**src/hdl/lae_pkg.sv**
```systemverilog
// Shared constants, types and command/status bundles for the line assembler.
package lae_pkg;

  // Line store geometry
  localparam int LINE_DEPTH = 32;
  localparam int ADDR_W     = (LINE_DEPTH > 1) ? $clog2(LINE_DEPTH) : 1;
  localparam int CNT_W      = 6;

  // Field widths
  localparam int BYTE_W     = 8;
  localparam int CFG_IDX_W  = 1;
  localparam int CFG_DATA_W = 6;

  // Register indexes
  localparam logic [CFG_IDX_W-1:0] REG_ECHO_ENABLE = 1'd0;
  localparam logic [CFG_IDX_W-1:0] REG_LINE_LIMIT  = 1'd1;

  // Register reset values
  localparam logic [CNT_W-1:0] LINE_LIMIT_RST = 6'd32;

  // Character codes
  localparam logic [BYTE_W-1:0] CH_CR = 8'h0D;
  localparam logic [BYTE_W-1:0] CH_LF = 8'h0A;
  localparam logic [BYTE_W-1:0] CH_BS = 8'h08;
  localparam logic [BYTE_W-1:0] CH_SP = 8'h20;

  // Source of an outgoing result byte
  typedef enum logic [2:0] {
    SRC_ECHO,
    SRC_BS,
    SRC_SP,
    SRC_CR,
    SRC_LF,
    SRC_LINE,
    SRC_NL
  } lae_src_e;

  // Controller to datapath commands
  typedef struct packed {
    logic     latch_byte;
    logic     clr_fill;
    logic     dec_fill;
    logic     store;
    logic     latch_len;
    logic     clr_idx;
    logic     inc_idx;
    logic     rd_en;
    logic     emit;
    lae_src_e src;
    logic     last;
  } lae_cmd_t;

  // Datapath to controller status
  typedef struct packed {
    logic is_eol;
    logic is_bs;
    logic echo;
    logic fill_zero;
    logic full;
    logic idx_end;
    logic out_free;
  } lae_sts_t;

endpackage

```
**src/hdl/lae_ifs.sv**
```systemverilog
// Valid/ready channel interfaces: received bytes, results and register writes.
interface lae_rx_if;
  import lae_pkg::*;
  logic              valid;
  logic              ready;
  logic [BYTE_W-1:0] rx_byte;

  modport source (output valid, output rx_byte, input ready);
  modport sink   (input valid, input rx_byte, output ready);
endinterface

interface lae_tx_if;
  import lae_pkg::*;
  logic              valid;
  logic              ready;
  logic              out_kind;
  logic [BYTE_W-1:0] out_byte;
  logic              last;
  logic [CNT_W-1:0]  line_length;

  modport source (output valid, output out_kind, output out_byte, output last,
                  output line_length, input ready);
  modport sink   (input valid, input out_kind, input out_byte, input last,
                  input line_length, output ready);
endinterface

interface lae_cfg_if;
  import lae_pkg::*;
  logic                  valid;
  logic                  ready;
  logic [CFG_IDX_W-1:0]  index;
  logic [CFG_DATA_W-1:0] data;

  modport source (output valid, output index, output data, input ready);
  modport sink   (input valid, input index, input data, output ready);
endinterface

```
**src/hdl/lae_ram.sv**
```systemverilog
// Generic single-write, single-read RAM with registered read data.
module lae_ram #(
  parameter int WIDTH = 8,
  parameter int DEPTH = 32
) (
  input  logic                                    clk_i,
  input  logic                                    we_i,
  input  logic [((DEPTH > 1) ? $clog2(DEPTH) : 1)-1:0] waddr_i,
  input  logic [WIDTH-1:0]                        wdata_i,
  input  logic                                    re_i,
  input  logic [((DEPTH > 1) ? $clog2(DEPTH) : 1)-1:0] raddr_i,
  output logic [WIDTH-1:0]                        rdata_o
);

  logic [WIDTH-1:0] mem_q [DEPTH];
  logic [WIDTH-1:0] rdata_q;

  // Write port
  always_ff @(posedge clk_i) begin
    if (we_i) begin
      mem_q[waddr_i] <= wdata_i;
    end
  end

  // Read port, hold data between reads
  always_ff @(posedge clk_i) begin
    if (re_i) begin
      rdata_q <= mem_q[raddr_i];
    end
  end

  assign rdata_o = rdata_q;

endmodule

```
**src/hdl/lae_ctrl.sv**
```systemverilog
// Sequencing state machine: decodes each byte and steps out its results.
module lae_ctrl (
  input  logic              clk_i,
  input  logic              rst_ni,
  input  logic              rx_valid_i,
  output logic              rx_ready_o,
  input  lae_pkg::lae_sts_t sts_i,
  output lae_pkg::lae_cmd_t cmd_o
);
  import lae_pkg::*;

  localparam logic [3:0] S_IDLE    = 4'd0;
  localparam logic [3:0] S_DECODE  = 4'd1;
  localparam logic [3:0] S_ECHO_C  = 4'd2;
  localparam logic [3:0] S_BS1     = 4'd3;
  localparam logic [3:0] S_BS2     = 4'd4;
  localparam logic [3:0] S_BS3     = 4'd5;
  localparam logic [3:0] S_ECHO_CR = 4'd6;
  localparam logic [3:0] S_ECHO_LF = 4'd7;
  localparam logic [3:0] S_RD      = 4'd8;
  localparam logic [3:0] S_LINE    = 4'd9;
  localparam logic [3:0] S_NL      = 4'd10;

  logic [3:0] state_q, state_d;
  lae_cmd_t   cmd;

  assign rx_ready_o = (state_q == S_IDLE);
  assign cmd_o      = cmd;

  // Next state and commands
  always_comb begin
    state_d = state_q;
    cmd     = '0;
    cmd.src = SRC_ECHO;
    case (state_q)
      S_IDLE: begin
        if (rx_valid_i) begin
          cmd.latch_byte = 1'b1;
          state_d        = S_DECODE;
        end
      end
      S_DECODE: begin
        if (sts_i.is_eol) begin
          cmd.clr_fill = 1'b1;
          if (!sts_i.fill_zero) begin
            cmd.latch_len = 1'b1;
            cmd.clr_idx   = 1'b1;
            state_d       = sts_i.echo ? S_ECHO_CR : S_RD;
          end else begin
            state_d = S_IDLE;
          end
        end else if (sts_i.is_bs) begin
          if (!sts_i.fill_zero) begin
            cmd.dec_fill = 1'b1;
            state_d      = S_BS1;
          end else begin
            state_d = S_IDLE;
          end
        end else if (sts_i.full) begin
          // flush and drop the byte
          cmd.clr_fill = 1'b1;
          state_d      = S_IDLE;
        end else begin
          cmd.store = 1'b1;
          state_d   = sts_i.echo ? S_ECHO_C : S_IDLE;
        end
      end
      S_ECHO_C: begin
        if (sts_i.out_free) begin
          cmd.emit = 1'b1;
          cmd.src  = SRC_ECHO;
          cmd.last = 1'b1;
          state_d  = S_IDLE;
        end
      end
      S_BS1: begin
        if (sts_i.out_free) begin
          cmd.emit = 1'b1;
          cmd.src  = SRC_BS;
          state_d  = S_BS2;
        end
      end
      S_BS2: begin
        if (sts_i.out_free) begin
          cmd.emit = 1'b1;
          cmd.src  = SRC_SP;
          state_d  = S_BS3;
        end
      end
      S_BS3: begin
        if (sts_i.out_free) begin
          cmd.emit = 1'b1;
          cmd.src  = SRC_BS;
          cmd.last = 1'b1;
          state_d  = S_IDLE;
        end
      end
      S_ECHO_CR: begin
        if (sts_i.out_free) begin
          cmd.emit = 1'b1;
          cmd.src  = SRC_CR;
          state_d  = S_ECHO_LF;
        end
      end
      S_ECHO_LF: begin
        if (sts_i.out_free) begin
          cmd.emit = 1'b1;
          cmd.src  = SRC_LF;
          state_d  = S_RD;
        end
      end
      S_RD: begin
        // fetch the next stored byte
        cmd.rd_en = 1'b1;
        state_d   = S_LINE;
      end
      S_LINE: begin
        if (sts_i.out_free) begin
          cmd.emit    = 1'b1;
          cmd.src     = SRC_LINE;
          cmd.inc_idx = 1'b1;
          state_d     = sts_i.idx_end ? S_NL : S_RD;
        end
      end
      S_NL: begin
        if (sts_i.out_free) begin
          cmd.emit = 1'b1;
          cmd.src  = SRC_NL;
          cmd.last = 1'b1;
          state_d  = S_IDLE;
        end
      end
      default: begin
        state_d = S_IDLE;
      end
    endcase
  end

  // State register
  always_ff @(posedge clk_i or negedge rst_ni) begin
    if (!rst_ni) begin
      state_q <= S_IDLE;
    end else begin
      state_q <= state_d;
    end
  end

endmodule

```
**src/hdl/lae_dp.sv**
```systemverilog
// Datapath: registers, fill count, line store and the output register.
module lae_dp (
  input  logic                           clk_i,
  input  logic                           rst_ni,
  input  logic [lae_pkg::BYTE_W-1:0]     rx_byte_i,
  input  logic                           cfg_we_i,
  input  logic [lae_pkg::CFG_IDX_W-1:0]  cfg_index_i,
  input  logic [lae_pkg::CFG_DATA_W-1:0] cfg_data_i,
  input  lae_pkg::lae_cmd_t              cmd_i,
  output lae_pkg::lae_sts_t              sts_o,
  input  logic                           tx_ready_i,
  output logic                           tx_valid_o,
  output logic                           out_kind_o,
  output logic [lae_pkg::BYTE_W-1:0]     out_byte_o,
  output logic                           last_o,
  output logic [lae_pkg::CNT_W-1:0]      line_length_o
);
  import lae_pkg::*;

  logic              echo_q;
  logic [CNT_W-1:0]  limit_q;
  logic [BYTE_W-1:0] byte_q;
  logic [CNT_W-1:0]  fill_q, fill_d;
  logic [CNT_W-1:0]  len_q;
  logic [ADDR_W-1:0] idx_q;
  logic [CNT_W-1:0]  eff_limit;
  logic [BYTE_W-1:0] rd_data;

  logic              ov_q;
  logic              kind_q, last_q;
  logic [BYTE_W-1:0] obyte_q;
  logic [CNT_W-1:0]  olen_q;
  logic              kind_d;
  logic [BYTE_W-1:0] obyte_d;
  logic [CNT_W-1:0]  olen_d;
  logic              out_free;

  // Register writes
  always_ff @(posedge clk_i or negedge rst_ni) begin
    if (!rst_ni) begin
      echo_q  <= 1'b0;
      limit_q <= LINE_LIMIT_RST;
    end else if (cfg_we_i) begin
      case (cfg_index_i)
        REG_ECHO_ENABLE: echo_q  <= cfg_data_i[0];
        REG_LINE_LIMIT:  limit_q <= cfg_data_i;
        default: ;
      endcase
    end
  end

  // Clamp the limit to the store depth
  assign eff_limit = (limit_q > CNT_W'(LINE_DEPTH)) ? CNT_W'(LINE_DEPTH) : limit_q;

  // Hold the accepted byte
  always_ff @(posedge clk_i) begin
    if (cmd_i.latch_byte) begin
      byte_q <= rx_byte_i;
    end
  end

  // Fill count
  always_comb begin
    fill_d = fill_q;
    if (cmd_i.clr_fill) begin
      fill_d = '0;
    end else if (cmd_i.dec_fill) begin
      fill_d = fill_q - CNT_W'(1);
    end else if (cmd_i.store) begin
      fill_d = fill_q + CNT_W'(1);
    end
  end

  always_ff @(posedge clk_i or negedge rst_ni) begin
    if (!rst_ni) begin
      fill_q <= '0;
    end else begin
      fill_q <= fill_d;
    end
  end

  // Line length and read index for delivery
  always_ff @(posedge clk_i or negedge rst_ni) begin
    if (!rst_ni) begin
      len_q <= '0;
      idx_q <= '0;
    end else begin
      if (cmd_i.latch_len) begin
        len_q <= fill_q;
      end
      if (cmd_i.clr_idx) begin
        idx_q <= '0;
      end else if (cmd_i.inc_idx) begin
        idx_q <= idx_q + ADDR_W'(1);
      end
    end
  end

  lae_ram #(
    .WIDTH (BYTE_W),
    .DEPTH (LINE_DEPTH)
  ) u_store (
    .clk_i   (clk_i),
    .we_i    (cmd_i.store),
    .waddr_i (fill_q[ADDR_W-1:0]),
    .wdata_i (byte_q),
    .re_i    (cmd_i.rd_en),
    .raddr_i (idx_q),
    .rdata_o (rd_data)
  );

  // Status towards the controller
  assign out_free        = !ov_q || tx_ready_i;
  assign sts_o.is_eol    = (byte_q == CH_CR) || (byte_q == CH_LF);
  assign sts_o.is_bs     = echo_q && (byte_q == CH_BS);
  assign sts_o.echo      = echo_q;
  assign sts_o.fill_zero = (fill_q == '0);
  assign sts_o.full      = (fill_q >= eff_limit);
  assign sts_o.idx_end   = ((CNT_W'(idx_q) + CNT_W'(1)) == len_q);
  assign sts_o.out_free  = out_free;

  // Select the outgoing byte
  always_comb begin
    kind_d  = 1'b0;
    obyte_d = byte_q;
    olen_d  = '0;
    case (cmd_i.src)
      SRC_ECHO: obyte_d = byte_q;
      SRC_BS:   obyte_d = CH_BS;
      SRC_SP:   obyte_d = CH_SP;
      SRC_CR:   obyte_d = CH_CR;
      SRC_LF:   obyte_d = CH_LF;
      SRC_LINE: begin
        kind_d  = 1'b1;
        obyte_d = rd_data;
      end
      SRC_NL: begin
        kind_d  = 1'b1;
        obyte_d = CH_LF;
        olen_d  = len_q + CNT_W'(1);
      end
      default: obyte_d = byte_q;
    endcase
  end

  // Output register
  always_ff @(posedge clk_i or negedge rst_ni) begin
    if (!rst_ni) begin
      ov_q <= 1'b0;
    end else if (cmd_i.emit) begin
      ov_q <= 1'b1;
    end else if (tx_ready_i) begin
      ov_q <= 1'b0;
    end
  end

  always_ff @(posedge clk_i) begin
    if (cmd_i.emit) begin
      kind_q  <= kind_d;
      obyte_q <= obyte_d;
      last_q  <= cmd_i.last;
      olen_q  <= olen_d;
    end
  end

  assign tx_valid_o    = ov_q;
  assign out_kind_o    = kind_q;
  assign out_byte_o    = obyte_q;
  assign last_o        = last_q;
  assign line_length_o = olen_q;

endmodule

```
**src/hdl/line_assembler_with_echo.sv**
```systemverilog
// A byte is decoded in the cycle after it is accepted; its results are then loaded into the
//   output register one by one, each waiting while the output register is full and stalled.
//   The next byte is taken only once the results of the last one have all been loaded.
// Line delivery reads each stored byte through the store's registered read port before loading it.
// Reset clears the fill count, the registers (echo off, limit 32) and the output stage;
//   the line store itself is not cleared.
module line_assembler_with_echo (
  input  logic     clk_i,
  input  logic     rst_ni,
  lae_rx_if.sink   rx_i,
  lae_tx_if.source tx_o,
  lae_cfg_if.sink  cfg_i
);
  import lae_pkg::*;

  lae_cmd_t cmd;
  lae_sts_t sts;

  // Register writes are always taken
  assign cfg_i.ready = 1'b1;

  lae_ctrl u_ctrl (
    .clk_i      (clk_i),
    .rst_ni     (rst_ni),
    .rx_valid_i (rx_i.valid),
    .rx_ready_o (rx_i.ready),
    .sts_i      (sts),
    .cmd_o      (cmd)
  );

  lae_dp u_dp (
    .clk_i         (clk_i),
    .rst_ni        (rst_ni),
    .rx_byte_i     (rx_i.rx_byte),
    .cfg_we_i      (cfg_i.valid),
    .cfg_index_i   (cfg_i.index),
    .cfg_data_i    (cfg_i.data),
    .cmd_i         (cmd),
    .sts_o         (sts),
    .tx_ready_i    (tx_o.ready),
    .tx_valid_o    (tx_o.valid),
    .out_kind_o    (tx_o.out_kind),
    .out_byte_o    (tx_o.out_byte),
    .last_o        (tx_o.last),
    .line_length_o (tx_o.line_length)
  );

endmodule

```
**src/flat_wrapper.sv**
```systemverilog
// flat-port wrapper written by rule: the top's interface ports become plain ports
module line_assembler_with_echo_flat import lae_pkg::*;
  (clk_i, rst_ni, rx_i_valid, rx_i_rx_byte, rx_i_ready, tx_o_valid, tx_o_out_kind, tx_o_out_byte, tx_o_last, tx_o_line_length, tx_o_ready, cfg_i_valid, cfg_i_index, cfg_i_data, cfg_i_ready);
  lae_rx_if rx_i_i ();
  lae_tx_if tx_o_i ();
  lae_cfg_if cfg_i_i ();
  input  logic clk_i;
  input  logic rst_ni;
  input wire logic [$bits(rx_i_i.valid)-1:0] rx_i_valid;
  input wire logic [$bits(rx_i_i.rx_byte)-1:0] rx_i_rx_byte;
  output wire logic [$bits(rx_i_i.ready)-1:0] rx_i_ready;
  output wire logic [$bits(tx_o_i.valid)-1:0] tx_o_valid;
  output wire logic [$bits(tx_o_i.out_kind)-1:0] tx_o_out_kind;
  output wire logic [$bits(tx_o_i.out_byte)-1:0] tx_o_out_byte;
  output wire logic [$bits(tx_o_i.last)-1:0] tx_o_last;
  output wire logic [$bits(tx_o_i.line_length)-1:0] tx_o_line_length;
  input wire logic [$bits(tx_o_i.ready)-1:0] tx_o_ready;
  input wire logic [$bits(cfg_i_i.valid)-1:0] cfg_i_valid;
  input wire logic [$bits(cfg_i_i.index)-1:0] cfg_i_index;
  input wire logic [$bits(cfg_i_i.data)-1:0] cfg_i_data;
  output wire logic [$bits(cfg_i_i.ready)-1:0] cfg_i_ready;
  assign rx_i_i.valid = rx_i_valid;
  assign rx_i_i.rx_byte = rx_i_rx_byte;
  assign rx_i_ready = rx_i_i.ready;
  assign tx_o_valid = tx_o_i.valid;
  assign tx_o_out_kind = tx_o_i.out_kind;
  assign tx_o_out_byte = tx_o_i.out_byte;
  assign tx_o_last = tx_o_i.last;
  assign tx_o_line_length = tx_o_i.line_length;
  assign tx_o_i.ready = tx_o_ready;
  assign cfg_i_i.valid = cfg_i_valid;
  assign cfg_i_i.index = cfg_i_index;
  assign cfg_i_i.data = cfg_i_data;
  assign cfg_i_ready = cfg_i_i.ready;
  line_assembler_with_echo u_core (.clk_i(clk_i), .rst_ni(rst_ni), .rx_i(rx_i_i), .tx_o(tx_o_i), .cfg_i(cfg_i_i));
endmodule
```
**config.mk**
```make
export PLATFORM = sky130hd
export DESIGN_NAME = line_assembler_with_echo_flat
export DESIGN_NICKNAME = d
export VERILOG_FILES = /design/src/hdl/lae_pkg.sv /design/src/hdl/lae_ifs.sv /design/src/hdl/lae_ram.sv /design/src/hdl/lae_ctrl.sv /design/src/hdl/lae_dp.sv /design/src/hdl/line_assembler_with_echo.sv /design/src/flat_wrapper.sv
export SDC_FILE = /design/constraint.sdc
export NUM_CORES = 1
export LEC_CHECK = 0
export BUFFER_PORTS_ARGS = -buffer_cell sky130_fd_sc_hd__clkbuf_2
export CORE_MARGIN = 5
export CORE_UTILIZATION = 30
export CTS_BUF_LIST = sky130_fd_sc_hd__clkbuf_8
export DETAILED_ROUTE_END_ITERATION = 8
export HOLD_SLACK_MARGIN = 0.12
export MAX_ROUTING_LAYER = met4
export SYNTH_ARGS = -nofsm -noshare
export SYNTH_HDL_FRONTEND = slang
export SYNTH_SLANG_ARGS = --single-unit
```
**constraint.sdc**
```tcl
create_clock -name clk_i -period 4.4 [get_ports clk_i]
set_input_delay 0.66 -clock clk_i [delete_from_list [all_inputs] [get_ports clk_i]]
set_output_delay 0.66 -clock clk_i [all_outputs]
set_load 0.03 [all_outputs]
```
# Word level (Yosys, flattened, before mapping)
# Memory sizes are Yosys's and may differ from the RTL's. A register that Yosys moved wholly into a read port is not among the register bits.
# Cells that the tools add are included.
# classes
mux	54
eq_ne	27
reduce_logical	15
add_sub_neg	5
n_div	0
bitwise_logic	1
mul	0
n_shift	0
n_lt_le_gt_ge	2
# op_table
cell	count
two-way mux 4 bit	16
one-hot mux 8 bit (5 select lines)	1
one-hot mux 4 bit (9 select lines)	1
one-hot mux 4 bit (8 select lines)	1
two-way mux 5 bit	6
== test 8 x 4 -> 1 bit, second input constant	3
two-way mux 6 bit	4
two-way mux 1 bit	17
== test 4 x 3 -> 1 bit, second input constant	4
two-way mux 2 bit	7
adder 6 x 1 -> 6 bit, second input constant	2
== test 4 bit, second input constant	3
!= test 2 bit, second input constant	6
== test 3 bit, second input constant	3
== test 4 x 2 -> 1 bit, second input constant	2
AND reduction 7 bit	1
adder 5 x 1 -> 6 bit, second input constant	1
== test 3 x 2 -> 1 bit, second input constant	2
== test 6 bit	1
greater-or-equal comparator 6 bit	1
greater-than comparator 6 bit, second input constant	1
zero test 6 bit	1
subtractor 6 x 1 -> 6 bit, second input constant	1
adder 5 x 1 -> 5 bit, second input constant	1
other kinds (14)	18
# totals
latch_bits	0
n_memories	1
ram_bits	256
register_bits	53
in_bits	20
romBits	0
# mem_list
name	words	word_bits	rd	rd_ports_with_merged_regs	write_ports	line_no	rtl
u_core.u_dp.u_store.mem_q	32	8	1	1	1	lae_ram.sv:15	logic [WIDTH-1:0] mem_q [DEPTH];

# Depth between registers and ports, before layout
# Gate-level depths: netlist of the first run.
# depth
ltp_word	10
depth_mapped	11

# Hierarchy
# From an unflattened synthesis of the first run, not the netlist that was laid out.
# unflattened
cells_unflattened	722
area_unflattened_um2	13286.5
# modules_own_cells
mod	area_per_inst_um2	instances	cells_per_inst	seq_area_each_um2
lae_ram	10133.5	1	417	7927.6
lae_dp	2588.7	1	225	1347.5
lae_ctrl	553.0	1	78	100.1
line_assembler_with_echo	11.3	1	2	0.0

# Worst setup path after synthesis of the first run
# OpenSTA, ideal clock, no wires.
# synth_path
path_type	reg2reg
startpoint	register u_core.u_dp.byte_q[4]
endpoint	register u_core.u_dp.fill_q[5]
path_stages_with_launch	10
path_slack_ns	1.242
setup_time_ns	0.088
arrival_time_ns	3.070
n_path_buf	0
path_cell_list	edfxtp_1 > nor4_2 > o211ai_4 > nor2_1 > ha_1 > a211oi_1 > o21bai_1 > a2111oi_0 > a311oi_1 > a41oi_1
# synth_via
elab_chain_len	7
elab_cells_between_ends	14
classes_between	3 x eq/ne; 8 x mux; 3 x reduce/logical
# synth_rtl
item	line_no	rtl
start: declaration	lae_dp.sv:22	logic [BYTE_W-1:0] byte_q;
start signal: assignment	lae_dp.sv:58	byte_q <= rx_byte_i;
== test 8 x 4 -> 1 bit	lae_dp.sv:115	assign sts_o.is_bs = echo_q && (byte_q == CH_BS);
logical AND 1 bit	lae_dp.sv:115	
two-way mux 1 bit	lae_ctrl.sv:52	end else if (sts_i.is_bs) begin
two-way mux 2 bit	lae_ctrl.sv:43	if (sts_i.is_eol) begin
two-way mux 5 bit (*)	lae_ctrl.sv:35	case (state_q)
two-way mux 6 bit	lae_dp.sv:67	end else if (cmd_i.dec_fill) begin
two-way mux 6 bit	lae_dp.sv:65	if (cmd_i.clr_fill) begin
end signal: assignment	lae_dp.sv:78	fill_q <= fill_d;
end: declaration	lae_dp.sv:23	logic [CNT_W-1:0] fill_q, fill_d;
# Every way passes the cells marked *; elsewhere a longest branch is shown, timed or not.
# A chain may end at the register's enable or synchronous reset.

# Worst setup path after layout of the first run
# layout_path
startpoint	register u_core.u_dp.fill_q[0]
endpoint	memory u_core.u_dp.u_store.mem_q[21][2], enable pin
# layout_via
elab_chain_len	7
# layout_rtl
item	line_no	rtl
greater-or-equal comparator 6 bit	lae_dp.sv:118	assign sts_o.full = (fill_q >= eff_limit);
two-way mux 1 bit	lae_ctrl.sv:59	end else if (sts_i.full) begin
two-way mux 1 bit	lae_ctrl.sv:52	
two-way mux 2 bit	lae_ctrl.sv:43	
two-way mux 5 bit	lae_ctrl.sv:35	
two-way mux 1 bit	lae_ram.sv:20	if (we_i) begin
two-way mux 1 bit (implied by the code)	lae_ram.sv:21	mem_q[waddr_i] <= wdata_i;
end: declaration	lae_ram.sv:15	
# Parallel ways exist; a longest one is shown, timed or not.

==> results of run 1 <==
## flip-flops by register name, summed over array words and instances, names as in the netlist, 4 cells and up
signal / flops
u_core.u_dp.idx_q: 5
u_core.u_dp.limit_q: 6
u_core.u_dp.u_store.rdata_o: 8
u_core.u_dp.u_store.mem_q: 256
u_core.u_dp.fill_q: 6
u_core.u_dp.len_q: 6
u_core.u_dp.line_length_o: 6
u_core.u_dp.byte_q: 8
u_core.u_ctrl.state_q: 4
u_core.u_dp.out_byte_o: 8
## layout by cell type, fill, tap and decap left out, types with 4 or more instances in the layout
cell and count:
a21boi_0 8, a21o_1 6, a21oi_1 10, a22o_1 4, buf_4 13, clkbuf_2 37
clkbuf_8 51, clkinv_1 10, clkinv_2 8, dfrtp_1 26, edfxtp_1 288, ha_1 12
inv_1 28, mux2_2 16, mux2i_1 52, mux4_2 40, nand2_1 25, nand2b_1 6
nand3_1 9, nand3b_1 6, nor2_1 56, nor2b_1 16, nor3_1 5, o21ai_0 9
o221ai_1 30, o22ai_1 12, o2bb2ai_1 4, o31ai_1 10, xnor2_1 6, xor2_1 9
## metal layers
metal  vias to the layer above  global-route usage
met5                         -                   -
met4                         0             0.04122
met3                        65             0.03167
met2                       296              0.2060
met1                      3829              0.1599
li1                       3273                   -
## area by class of cell
class / count / area share
Multi-Input combinational cell: 413 / 0.2453
Sequential cell: 317 / 0.6227
Inverter: 11 / 0.002741
Clock buffer: 51 / 0.04660
Timing Repair Buffer: 51 / 0.02010
Tap cell: 592 / 0.04917
Clock inverter: 39 / 0.01337
## worst reg2reg max path, delay by kind of cell, from the launching register on
family | cells | cell delay (ps)
buffers and inverters | 1 | 190
adder cells (fa/ha/maj) | 1 | 300
AND/OR/NAND/NOR | 3 | 1450
flip-flops | 1 | 530
AO/OA/AOI/OAI | 2 | 710
## kinds of logic after synthesis
group | after synthesis | share of synthesized area
flip-flops | 317 | 0.7024
other | 1 | 0.0002809
XOR/XNOR | 15 | 0.009843
buffers and inverters | 56 | 0.02081
AO/OA/AOI/OAI | 119 | 0.06824
multiplexers | 111 | 0.1234
AND/OR/NAND/NOR | 154 | 0.06234
adder cells (fa/ha/maj) | 13 | 0.01275
## power groups by stage
stage               Sequential (uW)  Clock (uW)  Combinational (uW)
floorplan                      4090           0                1350
global placement               4050           0                2050
detailed placement             4050           0                2060
CTS                            3990        2310                2060
global route                   4030        2450                2180
finish                         3990        2260                2040
## per-stage QoR
stage               hold WS, ps  cells  utilization  power [uW]  setup slack (ps)
floorplan                 364.4    786            -        5442              1242
global placement          489.0   1384       0.3209        6101             964.5
detailed placement        497.7   1384       0.3209        6110             858.3
CTS                       151.5   1474       0.3414        8368             868.9
global route              181.2   1474       0.3414        8668             635.5
finish                    156.3   1474       0.3414        8290             857.3
## final timing paths
| check | from | endpoint | slack (ps) | depth (start not counted) |
|---|---|---|---|---|
| worst max register to register | u_core.u_dp.fill_q[0] | u_core.u_dp.u_store.mem_q[21][2] | 860 | 7 |
| worst min-delay path | rst_ni | u_core.u_ctrl.state_q[2] | 160 | 1 |
| worst max-delay path | u_core.u_dp.fill_q[0] | u_core.u_dp.u_store.mem_q[21][2] | 860 | 7 |
| max in group asynchronous | rst_ni | u_core.u_dp.idx_q[0] | 3670 | 1 |
| min in group clk_i | rx_i_rx_byte[7] | u_core.u_dp.byte_q[7] | 260 | 1 |
| worst min register to register | u_core.u_dp.limit_q[0] | u_core.u_dp.limit_q[0] | 510 | 1 |
==> impl_metrics.ini, run 1 <==
[synth]
yosys_warnings = 0
synthTopCellsByArea = edfxtp_1, mux4_2, dfrtp_1, mux2i_1, o221ai_1
synth_most_common_cell = edfxtp_1
async_reset_ff_frac = 0.09148
synth_area_leader_cell = edfxtp_1
synth_common_cells = edfxtp_1, nor2_1, mux2i_1
synth_seq_cells = 317
syn_inst = 786
synth_area_per_cell_um2 = 16.98
synth_edf_count = 288
yosysTopAreaCellShare = 0.6479
ys_types = 69
synthesis.area_um2 = 13350
ys_seq_area_frac = 0.7024
synth-main-ff-cell = edfxtp_1
synth_nets = 819

[cts]
cts_root_buf = clkbuf_8
cts_max_level = 2
cts_inserted_buffers = 51
clk_latency_ps = 580
post-cts-setup-buffers = 0
cts.repair.resized = 0
path_clk_slew_ps = 60
cts_tree = done
cts_sinks = 317
holdBufCountCts = 0
clk_path_buf_depth = 3

[cells_and_area]
antennaDiodeCount = 0
fin_area_um2 = 15060
layout-drive-gt1-share = 0.2154
area_growth_pct = 12.85
area.sequential_um2 = 9380
nNetsFinal = 878
multi_input_area_um2 = 3695
fillerInstances = 4265

[routing]
via_count = 7463
avgRoutedWirePerCell_um = 21.35
firstDrtPassIters = 5
viasPerCell = 5.063
wl_met3_um = 2104
remaining_drc_errors = 0
ant_nets = 0
drt-initial-drc-count = 581
top_layer = met4
drt-met1-wl_um = 13190
wl_met2_um = 15270
wirelength_um = 31470

[setup_path]
slowest_delay_ps = 780
path_delay_family = simple AND/OR/NAND/NOR gates
path_cells = inv_1 -> ha_1 -> nand2b_1 -> a211oi_1 -> o2111a_1 -> nand4b_2 -> nor2_1
cpMaxStageDelayCell = nor2_1
critPathBufInv = 1
cp_max_fo = 8
cp.required_ps = 4600
critPathKind = reg2reg
worstSetupStartpointType = flop
critPathArrivalTime_ps = 3740
end_kind = flop

[power]
power_switching_uw = 2663
p_int_uw = 5627
vdd_ir_drop_max_v = 0.0002770
clkPwrFrac = 0.272
p_per_area_nw_per_um2 = 550.3
p_leak_uw = 0.004829
p_seq_frac = 0.482
power_frac_comb = 0.246
switching_share = 0.3213

[worst_hold_path]
hold_path.class = in2async

[timing]
worst_pin_slew_ps = 944.0
slew_viol_final = 0
finalSetupViolCount = 0
rsz0062_at_grt = no
setup_tns_ps = 0
fin_crit_sh = 0.8052
hold_violations = 0
post-route-min-period_ps = 3543
fmax_mhz = 282.3
maxSlewHeadroom = 0.3707
skew_ps = 22.01

[place]
gp_congestion = 0.8595
dp_hpwl_um = 19840
placed_cell_area_um2 = 14160
io_buffers = 37

[floorplanning]
start_util = 0.3025
die-area_um2 = 48810
io_pins = 39
coreArea_um2 = 44120
num_rows = 77
die_w_um = 220.9
die_h_um = 220.9

[run_status]
status = complete, no violations

[global_route]
antenna_found_initial = 0
grtUsageTotal = 0.1279
grt_max_degree = 74
grt_pass1_vias = 7577
gr-total-overflow = 0
grt_first_pass_wirelength_um = 46920

[job]
drv_cap = 0
No activity file was read; power rests on OpenSTA's default activity.
==> run 2, diff against run 1 <==
clock period = 3.2 ns   (was 4.4 ns; I/O delays follow)
==> impl_metrics.ini, run 2 (synthesis results as in run 1) <==
[timing]
fin_crit_sh = 0.8770
timing.final.ws_setup_ps = 393.7
slew_viol_final = 0
worst_pin_slew_ps = 748.2
post-route-min-period_ps = 2806
finalSetupViolCount = 0
skew_ps = 32.50
fmax_mhz = 356.3
setup_tns_ps = 0
maxSlewHeadroom = 0.5012
hold_violations = 0
rsz0062_at_grt = no

[power]
power_uw = 11790
p_leak_uw = 0.005196
p_per_area_nw_per_um2 = 752.7
vdd_ir_drop_max_v = 0.0004244

[routing]
wirelength_um = 31230
avgRoutedWirePerCell_um = 20.28
remaining_drc_errors = 0
firstDrtPassIters = 4
viasPerCell = 4.884
drt-initial-drc-count = 750
ant_nets = 0
via_count = 7522

[cts]
cts_sinks = 317
path_clk_slew_ps = 60
cts_root_buf = clkbuf_8
cts_max_level = 2
clk_path_buf_depth = 3
cts.repair.resized = 0
clk_latency_ps = 580
cts_inserted_buffers = 49
cts_tree = done

[worst_hold_path]
hp-start = cfg_i_data[3]
hold_path.class = in2reg
min_path_cells = 2

[setup_path]
slowest_delay_ps = 460
cpMaxStageDelayCell = a2111oi_0
reg2reg_slack_ps = 390
critPathKind = reg2reg
critPathBufInv = 1
worst_r2r_path_depth = 10
cp-startpoint = u_core.u_dp.byte_q[4]
r2r_start = u_core.u_dp.byte_q[4]
critPathArrivalTime_ps = 3260
worstSetupStartpointType = flop
cp.depth = 10
end_kind = flop
path_cells = nor4_2 -> buf_4 -> o211ai_4 -> nor2_1 -> ha_1 -> a211oi_1 -> o21bai_1 -> a2111oi_0 -> a311oi_1 -> a41oi_1
path_delay_family = compound AO/OA/AOI/OAI gates
cp.required_ps = 3660
cp_max_fo = 5

[cells_and_area]
layout-drive-gt1-share = 0.2679
area_growth_pct = 17.40
fillerInstances = 4213
nNetsFinal = 943
antennaDiodeCount = 0
top_register = u_core.u_dp.u_store.mem_q
final_util = 0.3551
layout_commonest_cell = edfxtp_1
multi_input_area_um2 = 3695
area.sequential_um2 = 9380
final_cell_mix = edfxtp_1, buf_4, nor2_1, clkbuf_8, mux2i_1
largest_reg_flops = 256

[floorplanning]
die_h_um = 220.9
start_util = 0.3025
num_rows = 77
die-area_um2 = 48810
coreArea_um2 = 44120
io_pins = 39
die_w_um = 220.9

[place]
post-place-ws_ps = 412.7
gp_congestion = 0.7744
io_buffers = 37
dp_hpwl_um = 19840

[global_route]
grt_first_pass_wirelength_um = 47840
gr-total-overflow = 0
grtUsageTotal = 0.1294
antenna_found_initial = 0
grt_max_degree = 39
grt_pass1_vias = 7667

[job]
drv_cap = 0

[run_status]
status = complete, no violations
-- run 2: worst register-to-register path: stages, from the launching register on --
cell,delay [ps]
edfxtp_1,400
nor4_2,280
buf_4,190
o211ai_4,100
nor2_1,280
ha_1,310
a211oi_1,280
o21bai_1,130
a2111oi_0,460
a311oi_1,110
a41oi_1,190
-- run 2: cell type report --
cell class                 count  share of cell area
multi-input combinational    413              0.2358
timing repair buffer         118             0.05366
clock buffer                  53             0.04655
tap                          592             0.04727
inverter                      11            0.002635
sequential                   317              0.5986
clock inverter                36             0.01549
-- run 2: where the power goes --
part,total [uW],internal [uW],switching [uW]
clock network,3320,1780,1540
registers,5330,5120,210
logic,3140,1200,1940
total,11800,8110,3690
-- run 2: what timing repair did --
action,4_1_cts,5_1_grt
endpoints found under the hold margin,35,1
setup buffers,0,0
hold buffers,8,1
endpoints found under the setup margin,0,0
-- run 2: per-layer routing --
layer | track usage | part of all wire | wire length, um
met1 | 0.1749 | 0.45 | 13930
met3 | 0.02637 | 0.057 | 1771
met4 | 0.03581 | 0.025 | 780
met5 | - | 0 | 0
met2 | 0.2007 | 0.47 | 14750
-- run 2: worst paths after layout --
| check | end |
|---|---|
| min in group asynchronous | u_core.u_ctrl.state_q[0] |
| min reg2reg | u_core.u_dp.limit_q[3] |
| min | u_core.u_dp.limit_q[3] |
| max in group asynchronous | u_core.u_dp.idx_q[0] |
| max | u_core.u_dp.fill_q[5] |
| max reg2reg | u_core.u_dp.fill_q[5] |
-- run 2: metrics by stage --
step / hold slack (ps) / area [um^2] / std cells
final: 162.6 / 15670 / 1540
after global routing: 149.1 / 15670 / 1540
after CTS: 125.0 / 15660 / 1539
after detailed placement: 497.5 / 14610 / 1442
after global placement: 481.6 / 14610 / 1442
after floorplan: 184.4 / 13350 / 786
